### src/rtl/afs_pkg.sv
// Shared types and constants for the arming and failsafe supervisor.
// Request and result layouts, vehicle modes, reject codes, register map.
// No dependencies.
package afs_pkg;

    // Field widths
    localparam int TIME_BITS  = 48;
    localparam int ANGLE_BITS = 16;
    localparam int TMO_BITS   = 24;
    localparam int TILT_BITS  = 15;
    localparam int COUNT_BITS = 32;
    localparam int NAV_BITS   = 8;

    // Squared tilt arithmetic
    localparam int SQ_BITS   = 2 * ANGLE_BITS;
    localparam int TSQ_BITS  = 2 * TILT_BITS;
    localparam int CMP_BITS  = (SQ_BITS > TSQ_BITS) ? SQ_BITS : TSQ_BITS;

    // Register map
    localparam int ADDR_BITS = 4;
    localparam int DATA_BITS = 32;
    localparam logic [1:0] REG_IMU_TIMEOUT = 2'd0;
    localparam logic [1:0] REG_ATT_TIMEOUT = 2'd1;
    localparam logic [1:0] REG_TILT_LIMIT  = 2'd2;

    // Reset values of the registers
    localparam logic [TMO_BITS-1:0]  IMU_TIMEOUT_RESET = TMO_BITS'(500000);
    localparam logic [TMO_BITS-1:0]  ATT_TIMEOUT_RESET = TMO_BITS'(500000);
    localparam logic [TILT_BITS-1:0] TILT_LIMIT_RESET  = TILT_BITS'(715);
    localparam logic [TSQ_BITS-1:0]  TILT_SQ_RESET     = TSQ_BITS'(715 * 715);

    localparam logic [NAV_BITS-1:0]  NAV_EMERGENCY = NAV_BITS'(255);

    typedef enum logic [1:0] {
        MODE_UNINIT    = 2'd0,
        MODE_STANDBY   = 2'd1,
        MODE_ARMED     = 2'd2,
        MODE_EMERGENCY = 2'd3
    } mode_t;

    typedef enum logic [2:0] {
        RSN_NONE      = 3'd0,
        RSN_NO_IMU    = 3'd1,
        RSN_IMU_STALE = 3'd2,
        RSN_NO_ATT    = 3'd3,
        RSN_ATT_STALE = 3'd4,
        RSN_NOT_LEVEL = 3'd5
    } reason_t;

    // One supervisor tick
    typedef struct packed {
        logic [TIME_BITS-1:0]         now_us;
        logic                         imu_update;
        logic [TIME_BITS-1:0]         imu_stamp;
        logic                         att_update;
        logic [TIME_BITS-1:0]         att_stamp;
        logic signed [ANGLE_BITS-1:0] roll_angle;
        logic signed [ANGLE_BITS-1:0] pitch_angle;
        logic                         arm_request;
        logic                         disarm_request;
    } req_item_t;

    // One tick result
    typedef struct packed {
        logic [1:0]            vehicle_mode;
        logic [NAV_BITS-1:0]   nav_code;
        logic                  motors_armed;
        logic                  failsafe_flag;
        logic [2:0]            reject_reason;
        logic [COUNT_BITS-1:0] transition_count;
    } rsp_item_t;

    // Registered tick with the angles already squared
    typedef struct packed {
        logic [TIME_BITS-1:0] now_us;
        logic                 imu_update;
        logic [TIME_BITS-1:0] imu_stamp;
        logic                 att_update;
        logic [TIME_BITS-1:0] att_stamp;
        logic [SQ_BITS-1:0]   roll_sq;
        logic [SQ_BITS-1:0]   pitch_sq;
        logic                 arm_request;
        logic                 disarm_request;
    } stage_t;

    // Live configuration handed to the core
    typedef struct packed {
        logic [TMO_BITS-1:0] imu_timeout;
        logic [TMO_BITS-1:0] att_timeout;
        logic [TSQ_BITS-1:0] tilt_sq;
    } cfg_t;

endpackage

### src/rtl/afs_cfg.sv
// Configuration register file on an APB-style port.
// Keeps the timeouts, the tilt limit and its square. Depends on afs_pkg.
module afs_cfg (
    input  logic                           clk,
    input  logic                           rst_n,
    input  logic                           psel,
    input  logic                           penable,
    input  logic                           pwrite,
    input  logic [afs_pkg::ADDR_BITS-1:0]  paddr,
    input  logic [afs_pkg::DATA_BITS-1:0]  pwdata,
    output logic [afs_pkg::DATA_BITS-1:0]  prdata,
    output logic                           pready,
    output afs_pkg::cfg_t                  cfg
);
    import afs_pkg::*;

    logic [TMO_BITS-1:0]  imu_timeout_reg;
    logic [TMO_BITS-1:0]  att_timeout_reg;
    logic [TILT_BITS-1:0] tilt_limit_reg;
    logic [TSQ_BITS-1:0]  tilt_sq_reg;
    logic [TILT_BITS-1:0] wr_tilt;
    logic [TSQ_BITS-1:0]  wr_tilt_sq;
    logic [1:0]           reg_idx;
    logic                 wr_en;

    assign pready  = 1'b1;
    assign reg_idx = paddr[3:2];
    assign wr_en   = psel & penable & pwrite & pready;

    // Square the tilt limit once at write time
    assign wr_tilt    = pwdata[TILT_BITS-1:0];
    assign wr_tilt_sq = TSQ_BITS'(wr_tilt) * TSQ_BITS'(wr_tilt);

    // Register writes
    always_ff @(posedge clk or negedge rst_n)
    begin
        if (!rst_n)
        begin
            imu_timeout_reg <= IMU_TIMEOUT_RESET;
            att_timeout_reg <= ATT_TIMEOUT_RESET;
            tilt_limit_reg  <= TILT_LIMIT_RESET;
            tilt_sq_reg     <= TILT_SQ_RESET;
        end
        else if (wr_en)
        begin
            unique case (reg_idx)
                REG_IMU_TIMEOUT: imu_timeout_reg <= pwdata[TMO_BITS-1:0];
                REG_ATT_TIMEOUT: att_timeout_reg <= pwdata[TMO_BITS-1:0];
                REG_TILT_LIMIT:
                begin
                    tilt_limit_reg <= wr_tilt;
                    tilt_sq_reg    <= wr_tilt_sq;
                end
                default: ;
            endcase
        end
    end

    // Read back
    always_comb
    begin
        unique case (reg_idx)
            REG_IMU_TIMEOUT: prdata = DATA_BITS'(imu_timeout_reg);
            REG_ATT_TIMEOUT: prdata = DATA_BITS'(att_timeout_reg);
            REG_TILT_LIMIT:  prdata = DATA_BITS'(tilt_limit_reg);
            default:         prdata = '0;
        endcase
    end

    assign cfg.imu_timeout = imu_timeout_reg;
    assign cfg.att_timeout = att_timeout_reg;
    assign cfg.tilt_sq     = tilt_sq_reg;

endmodule

### src/rtl/afs_ingress.sv
// Input register stage: captures a request and squares its roll and pitch.
// Depends on afs_pkg.
module afs_ingress (
    input  logic                clk,
    input  logic                rst_n,
    input  afs_pkg::req_item_t  req_item,
    input  logic                load,
    input  logic                drain,
    output logic                stg_valid,
    output afs_pkg::stage_t     stg
);
    import afs_pkg::*;

    logic                  stg_valid_reg;
    logic                  stg_valid_next;
    stage_t                stg_reg;
    logic [ANGLE_BITS-1:0] roll_raw;
    logic [ANGLE_BITS-1:0] pitch_raw;
    logic [ANGLE_BITS-1:0] roll_mag;
    logic [ANGLE_BITS-1:0] pitch_mag;

    // Take magnitudes of the two's complement angles
    assign roll_raw  = req_item.roll_angle;
    assign pitch_raw = req_item.pitch_angle;
    assign roll_mag  = roll_raw[ANGLE_BITS-1]
                     ? (~roll_raw) + {{(ANGLE_BITS-1){1'b0}}, 1'b1} : roll_raw;
    assign pitch_mag = pitch_raw[ANGLE_BITS-1]
                     ? (~pitch_raw) + {{(ANGLE_BITS-1){1'b0}}, 1'b1} : pitch_raw;

    // Hold the stage until the core consumes it
    always_comb
    begin
        priority if (load)
            stg_valid_next = 1'b1;
        else if (drain)
            stg_valid_next = 1'b0;
        else
            stg_valid_next = stg_valid_reg;
    end

    always_ff @(posedge clk or negedge rst_n)
    begin
        if (!rst_n)
            stg_valid_reg <= 1'b0;
        else
            stg_valid_reg <= stg_valid_next;
    end

    // Capture the payload
    always_ff @(posedge clk)
    begin
        if (load)
        begin
            stg_reg.now_us         <= req_item.now_us;
            stg_reg.imu_update     <= req_item.imu_update;
            stg_reg.imu_stamp      <= req_item.imu_stamp;
            stg_reg.att_update     <= req_item.att_update;
            stg_reg.att_stamp      <= req_item.att_stamp;
            stg_reg.roll_sq        <= SQ_BITS'(roll_mag) * SQ_BITS'(roll_mag);
            stg_reg.pitch_sq       <= SQ_BITS'(pitch_mag) * SQ_BITS'(pitch_mag);
            stg_reg.arm_request    <= req_item.arm_request;
            stg_reg.disarm_request <= req_item.disarm_request;
        end
    end

    assign stg_valid = stg_valid_reg;
    assign stg       = stg_reg;

endmodule

### src/rtl/afs_core.sv
// Supervisor state machine: sample bookkeeping, preflight checks, failsafe.
// Steps once per consumed request. Depends on afs_pkg.
module afs_core (
    input  logic                clk,
    input  logic                rst_n,
    input  logic                step,
    input  afs_pkg::stage_t     stg,
    input  afs_pkg::cfg_t       cfg,
    output afs_pkg::rsp_item_t  result
);
    import afs_pkg::*;

    mode_t                 mode_reg;
    mode_t                 mode_next;
    logic                  armed_reg;
    logic                  armed_next;
    logic                  arm_pending_reg;
    logic                  arm_pending_next;
    logic                  disarm_pending_reg;
    logic                  disarm_pending_next;
    logic [TIME_BITS-1:0]  last_imu_stamp_reg;
    logic [TIME_BITS-1:0]  last_att_stamp_reg;
    logic [SQ_BITS-1:0]    last_roll_sq_reg;
    logic [SQ_BITS-1:0]    last_pitch_sq_reg;
    logic [COUNT_BITS-1:0] change_counter_reg;
    logic [COUNT_BITS-1:0] change_counter_next;
    reason_t               reason;

    logic [TIME_BITS-1:0]  imu_stamp;
    logic [TIME_BITS-1:0]  att_stamp;
    logic [SQ_BITS-1:0]    roll_sq;
    logic [SQ_BITS-1:0]    pitch_sq;
    logic [SQ_BITS-1:0]    tilt_sum;
    logic [TIME_BITS-1:0]  imu_age;
    logic [TIME_BITS-1:0]  att_age;
    logic                  imu_none;
    logic                  att_none;
    logic                  imu_stale;
    logic                  att_stale;
    logic                  not_level;
    logic                  sample_lost;
    logic                  arm_p;
    logic                  disarm_p;
    reason_t               preflight;

    // Fold in this tick's samples and requests
    assign imu_stamp = stg.imu_update ? stg.imu_stamp : last_imu_stamp_reg;
    assign att_stamp = stg.att_update ? stg.att_stamp : last_att_stamp_reg;
    assign roll_sq   = stg.att_update ? stg.roll_sq   : last_roll_sq_reg;
    assign pitch_sq  = stg.att_update ? stg.pitch_sq  : last_pitch_sq_reg;
    assign arm_p     = arm_pending_reg | stg.arm_request;
    assign disarm_p  = disarm_pending_reg | stg.disarm_request;

    // Sample ages wrap with the time base
    assign imu_age   = stg.now_us - imu_stamp;
    assign att_age   = stg.now_us - att_stamp;
    assign imu_none  = (imu_stamp == '0);
    assign att_none  = (att_stamp == '0);
    assign imu_stale = imu_age > TIME_BITS'(cfg.imu_timeout);
    assign att_stale = att_age > TIME_BITS'(cfg.att_timeout);
    assign tilt_sum  = roll_sq + pitch_sq;
    assign not_level = CMP_BITS'(tilt_sum) > CMP_BITS'(cfg.tilt_sq);
    assign sample_lost = (!imu_none && imu_stale) || (!att_none && att_stale);

    // Preflight checks in priority order
    always_comb
    begin
        priority if (imu_none)
            preflight = RSN_NO_IMU;
        else if (imu_stale)
            preflight = RSN_IMU_STALE;
        else if (att_none)
            preflight = RSN_NO_ATT;
        else if (att_stale)
            preflight = RSN_ATT_STALE;
        else if (not_level)
            preflight = RSN_NOT_LEVEL;
        else
            preflight = RSN_NONE;
    end

    // Next state
    always_comb
    begin
        mode_next           = mode_reg;
        armed_next          = armed_reg;
        arm_pending_next    = arm_p;
        disarm_pending_next = disarm_p;
        reason              = RSN_NONE;
        unique case (mode_reg)
            MODE_UNINIT:
            begin
                if (!imu_none && !att_none)
                    mode_next = MODE_STANDBY;
            end
            MODE_STANDBY:
            begin
                if (arm_p)
                begin
                    arm_pending_next = 1'b0;
                    reason           = preflight;
                    if (preflight == RSN_NONE)
                    begin
                        armed_next = 1'b1;
                        mode_next  = MODE_ARMED;
                    end
                end
            end
            MODE_ARMED:
            begin
                // A lost sample overrides a disarm, which is still consumed
                if (disarm_p)
                begin
                    disarm_pending_next = 1'b0;
                    armed_next          = 1'b0;
                    mode_next           = MODE_STANDBY;
                end
                if (sample_lost)
                begin
                    armed_next = 1'b0;
                    mode_next  = MODE_EMERGENCY;
                end
            end
            MODE_EMERGENCY:
            begin
                if (!armed_reg && disarm_p)
                begin
                    disarm_pending_next = 1'b0;
                    mode_next           = MODE_STANDBY;
                end
            end
            default: ;
        endcase
        change_counter_next = (mode_next != mode_reg)
                            ? change_counter_reg + COUNT_BITS'(1) : change_counter_reg;
    end

    // Result fields
    always_comb
    begin
        result.vehicle_mode     = mode_next;
        result.nav_code         = (mode_next == MODE_EMERGENCY)
                                ? NAV_EMERGENCY : NAV_BITS'(mode_next);
        result.motors_armed     = armed_next;
        result.failsafe_flag    = (mode_next == MODE_EMERGENCY);
        result.reject_reason    = reason;
        result.transition_count = change_counter_next;
    end

    // Advance the state on each consumed request
    always_ff @(posedge clk or negedge rst_n)
    begin
        if (!rst_n)
        begin
            mode_reg           <= MODE_UNINIT;
            armed_reg          <= 1'b0;
            arm_pending_reg    <= 1'b0;
            disarm_pending_reg <= 1'b0;
            last_imu_stamp_reg <= '0;
            last_att_stamp_reg <= '0;
            last_roll_sq_reg   <= '0;
            last_pitch_sq_reg  <= '0;
            change_counter_reg <= '0;
        end
        else if (step)
        begin
            mode_reg           <= mode_next;
            armed_reg          <= armed_next;
            arm_pending_reg    <= arm_pending_next;
            disarm_pending_reg <= disarm_pending_next;
            last_imu_stamp_reg <= imu_stamp;
            last_att_stamp_reg <= att_stamp;
            last_roll_sq_reg   <= roll_sq;
            last_pitch_sq_reg  <= pitch_sq;
            change_counter_reg <= change_counter_next;
        end
    end

endmodule

### src/rtl/arming_failsafe_supervisor_top.sv
// Top level of the arming and failsafe supervisor.
// Instantiates afs_cfg, afs_ingress and afs_core; depends on afs_pkg.
//
// One request is one supervisor tick and gives exactly one result. A request
// is registered on acceptance (roll and pitch are squared on the way in), the
// state machine steps once the result register is free and the result lands in
// an output register, so a new request is taken every cycle while the result
// side keeps up. The state step between the input register and the result
// register sets that rate.
// Sample ages wrap modulo 2^48; the supervisor arms only from standby after
// the IMU and attitude checks and the level check pass, and a lost sample while
// armed forces emergency. Registers: 0x0 IMU timeout (us), 0x4 attitude
// timeout (us), 0x8 tilt limit (Q3.12); write them only while no tick is in
// flight. There is no clearing pass after reset.
module arming_failsafe_supervisor_top (
    input  logic                           clk,
    input  logic                           rst_n,
    input  logic                           req_valid,
    output logic                           req_stall,
    input  afs_pkg::req_item_t             req_data,
    output logic                           rsp_valid,
    input  logic                           rsp_stall,
    output afs_pkg::rsp_item_t             rsp_data,
    input  logic                           psel,
    input  logic                           penable,
    input  logic                           pwrite,
    input  logic [afs_pkg::ADDR_BITS-1:0]  paddr,
    input  logic [afs_pkg::DATA_BITS-1:0]  pwdata,
    output logic [afs_pkg::DATA_BITS-1:0]  prdata,
    output logic                           pready
);
    import afs_pkg::*;

    cfg_t      cfg;
    stage_t    stg;
    rsp_item_t result;
    rsp_item_t rsp_data_reg;
    logic      rsp_valid_reg;
    logic      rsp_valid_next;
    logic      stg_valid;
    logic      advance;
    logic      step;
    logic      accept;

    // Handshake: the stage moves when the result register frees up
    assign advance   = !rsp_valid_reg || !rsp_stall;
    assign step      = stg_valid && advance;
    assign req_stall = stg_valid && !advance;
    assign accept    = req_valid && !req_stall;

    afs_cfg u_cfg (
        .clk     (clk),
        .rst_n   (rst_n),
        .psel    (psel),
        .penable (penable),
        .pwrite  (pwrite),
        .paddr   (paddr),
        .pwdata  (pwdata),
        .prdata  (prdata),
        .pready  (pready),
        .cfg     (cfg)
    );

    afs_ingress u_ingress (
        .clk       (clk),
        .rst_n     (rst_n),
        .req_item  (req_data),
        .load      (accept),
        .drain     (step),
        .stg_valid (stg_valid),
        .stg       (stg)
    );

    afs_core u_core (
        .clk    (clk),
        .rst_n  (rst_n),
        .step   (step),
        .stg    (stg),
        .cfg    (cfg),
        .result (result)
    );

    // Hold the result until it is taken
    always_comb
    begin
        priority if (step)
            rsp_valid_next = 1'b1;
        else if (!rsp_stall)
            rsp_valid_next = 1'b0;
        else
            rsp_valid_next = rsp_valid_reg;
    end

    always_ff @(posedge clk or negedge rst_n)
    begin
        if (!rst_n)
            rsp_valid_reg <= 1'b0;
        else
            rsp_valid_reg <= rsp_valid_next;
    end

    always_ff @(posedge clk)
    begin
        if (step)
            rsp_data_reg <= result;
    end

    assign rsp_valid = rsp_valid_reg;
    assign rsp_data  = rsp_data_reg;

    // A full stage that is not consumed must not be overwritten
    a_no_overwrite: assert property (@(posedge clk) disable iff (!rst_n)
        (stg_valid && !step) |-> !accept)
        else $error("request accepted over an unconsumed stage");

    // Every state step leaves a result waiting
    a_step_result: assert property (@(posedge clk) disable iff (!rst_n)
        step |=> rsp_valid_reg)
        else $error("state step without a result");

    // Emergency never reports armed motors
    a_failsafe_disarmed: assert property (@(posedge clk) disable iff (!rst_n)
        rsp_valid_reg |-> !(rsp_data_reg.failsafe_flag && rsp_data_reg.motors_armed))
        else $error("motors armed while in emergency");

endmodule

### config.mk
export PLATFORM = sky130hd
export DESIGN_NAME = arming_failsafe_supervisor_top
export DESIGN_NICKNAME = d
export VERILOG_FILES = /design/src/rtl/afs_pkg.sv /design/src/rtl/afs_cfg.sv /design/src/rtl/afs_ingress.sv /design/src/rtl/afs_core.sv /design/src/rtl/arming_failsafe_supervisor_top.sv
export SDC_FILE = /design/constraint.sdc
export NUM_CORES = 2
export LEC_CHECK = 0
export ABC_AREA = 1
export BUFFER_PORTS_ARGS = -buffer_cell sky130_fd_sc_hd__buf_2
export CORE_MARGIN = 2
export CORE_UTILIZATION = 64
export DETAILED_ROUTE_END_ITERATION = 10
export PLACE_DENSITY = 0.83
export SLEW_MARGIN = 10
export SYNTH_ARGS = -nofsm -noshare
export SYNTH_HDL_FRONTEND = slang
export SYNTH_HIERARCHICAL = 1
export SYNTH_SLANG_ARGS = --single-unit
### constraint.sdc
create_clock -name clk -period 6.3 [get_ports clk]
set_input_delay 1.26 -clock clk [delete_from_list [all_inputs] [get_ports clk]]
set_output_delay 1.26 -clock clk [all_outputs]
set_load 0.02 [all_outputs]
==> flow_summary.json <==
{
  "status": "finished, violations left",
  "violations": "setup timing",
  "final.setup_skew_ps": 45.8,
  "timing.rr.end": "u_core/change_counter_reg[31]$_DFFE_PN0P_",
  "synth_ff_type": "dfrtp_1",
  "grt.total_usage_pct": 35.2,
  "period_needed_ps": 6520,
  "critPathKind": "input port to flop",
  "vias_per_cell": 5.53,
  "yosys.area_share.adder_pct": 26.9,
  "htreeDepth": 2,
  "drc": 0,
  "chipWidth_um": 305,
  "synth_top_family_by_area": "adder cells",
  "rsz0062_at_grt": "true",
  "grt_max_degree": 135,
  "coreArea_mm2": 0.0897,
  "first_pass_iters": 7,
  "multi_input_area_mm2": 0.0379,
  "clk_latency_ps": 660,
  "start_kind": "input port",
  "r2r_setup_slack_ps": 160,
  "dieHeight_um": 305,
  "io_pins": 305,
  "relSlewSlack_pct": 22.9,
  "cp.required_ps": 6680,
  "hp-class": "flop to flop",
  "die-area_mm2": 0.0928,
  "max_freq_ghz": 0.153,
  "min_to": "u_cfg/tilt_sq_reg[3]$_DFFE_PN1P_",
  "regArea_mm2": 0.0150,
  "post-route-period-util_pct": 104,
  "cap_violations": 0,
  "overflow": 0,
  "drive_gt1_share_pct": 19.5,
  "clk_pin_slew_ps": 60,
  "synthSimpleGateAreaFrac_pct": 23.6,
  "synth.distinct_cells": 69,
  "crit_path_max_incr_delay_ps": 580,
  "timing.hold.ws_ps": 468,
  "reg2reg_depth": 35,
  "synth_common_cells": "nand2_1 (2,170), inv_1 (1,634), ha_1 (494)",
  "yosysSeqAreaShare_pct": 26.0,
  "netlist_area_mm2": 0.0578,
  "hold_viol_final": 0,
  "start_util_pct": 64.4,
  "setup_viol": 32,
  "grt_pass1_vias": 51100,
  "synth_edf_count": 257,
  "largest_reg_flops": 210,
  "cts_root_buf": "clkbuf_16",
  "synth-compound-area-share_pct": 6.36,
  "arrival_ps": 6900,
  "cp_max_fo": 4,
  "tightest_slew_ps": 1160,
  "routabilityCongestion": 0.999,
  "synthToLayoutAreaGrowth_pct": 18.4,
  "cts_tree": "yes",
  "worstReg2RegStart": "u_ingress/stg[114]$_DFFE_PP_",
  "yosysTopAreaCell": "fa_1",
  "cts.sinks": 547,
  "async_reset_ff_share_pct": 53.0,
  "grt_pass1_wl_um": 262000,
  "cts_hold_buf": 0,
  "num-nets-final": 9440,
  "holdPathStages": 2,
  "yosysWarnings": 6,
  "synth-xor-area-share_pct": 2.62,
  "synth.area.top_cells": "fa_1 (16%), nand2_1 (14%), edfxtp_1 (13%)",
  "std_cell_rows": 110,
  "synthCells": 7559,
  "slowest_stage": "fa_1",
  "cts_buffers": 56,
  "wl_per_cell_um": 18.0,
  "drt-total-wl_um": 170000,
  "fillCellCount": 6291,
  "numPortBuffers": 285,
  "antenna_left": 0,
  "num_vias": 52500,
  "synth.mux.area_fraction_pct": 1.87,
  "cts_buffer_depth": 3,
  "avgSynthCellArea_um2": 7.65,
  "post-synth-top-count-cell": "nand2_1",
  "hp-start": "u_cfg/tilt_sq_reg[3]$_DFFE_PN1P_",
  "drv_slew": 0,
  "drt_iter0_drc": 5507,
  "synth_top_area_share_pct": 16.2,
  "antenna_found_initial": 3,
  "ys_ff_latch": 547,
  "worst_setup_path_end_kind": "flop",
  "fin_ws_ps": -221,
  "place_hpwl_um": 134000
}
## cells by family (layout without fill, tap and decap cells)
family / after synthesis / after routing
simple gates: 3241 / 3241
buf+inv: 1859 / 2574
fa+ha+maj: 961 / 961
compound gates: 674 / 674
flops: 547 / 547
xor+xnor: 168 / 168
mux: 105 / 105
other cells: 4 / 36
## worst max path at each step
stage,startpoint,endpoint,slack [ps]
3_5_place_dp,req_data[18],u_ingress/stg[54]$_DFFE_PP_,-910
6_report,req_data[19],u_ingress/stg[55]$_DFFE_PP_,-220
2_1_floorplan,req_data[18],u_ingress/stg[64]$_DFFE_PP_,-560
3_3_place_gp,req_data[18],u_ingress/stg[54]$_DFFE_PP_,-800
4_1_cts,req_data[19],u_ingress/stg[54]$_DFFE_PP_,-20
5_1_grt,req_data[19],u_ingress/stg[55]$_DFFE_PP_,-410
## layer usage
metal	vias up	track usage, %	part of all wire [%]
met5	-	0	0.017
met4	4	12.2	4.1
met3	454	4.43	8.0
met2	2307	59.6	48
met1	25100	46.7	40
li1	24600	-	-
## placed cells by master, fill, tap and decap left out, types with 192 or more instances in the layout
cell	n
dfrtp_1	258
nand2_1	2024
nand2_2	192
fa_1	448
o21ai_0	328
buf_4	459
nand3_1	247
inv_1	1559
nor2_1	345
ha_1	448
edfxtp_1	257
buf_2	280
## final cells by class
type | instances | area share, %
clock inverter | 26 | 0.457
multi-input combinational | 5183 | 55.4
tap | 1176 | 2.15
clock buffer | 80 | 2.31
antenna | 2 | 0.00731
timing repair buffer | 797 | 8.42
sequential | 547 | 21.9
inverter | 1671 | 9.30
## metrics by stage
step / area, um2 / setup TNS [ps] / instances / util (%) / setup slack, ps
2_1_floorplan: 58800 / -13010 / 7589 / - / -556
3_3_place_gp: 64300 / -30740 / 9332 / 71.7 / -802
3_5_place_dp: 64300 / -36480 / 9332 / 71.7 / -914
4_1_cts: 66700 / -31.9 / 9453 / 74.4 / -16.7
5_1_grt: 68400 / -10040 / 9480 / 76.3 / -407
6_report: 68400 / -3180 / 9482 / 76.3 / -221
## worst max-delay path, delay by kind of cell
kind	cells	cell delay, ps
buffers and inverters	11	980
and+or+nand+nor	9	830
xor gates and xnor gates	1	170
adders and majority gates	8	3470
AOI/OAI and AO/OA	1	210
## repair_timing
item | 4_1_cts | 5_1_grt
setup endpoints to repair | 35 | 116
cloned | 0 | 3
gates resized for setup | 110 | 356
setup buffers | 15 | 26
pin swaps | 52 | 201
Power is left out: the tool's default activity adds up to more than one toggle a clock period on the data nets, which glitch-free logic cannot reach.
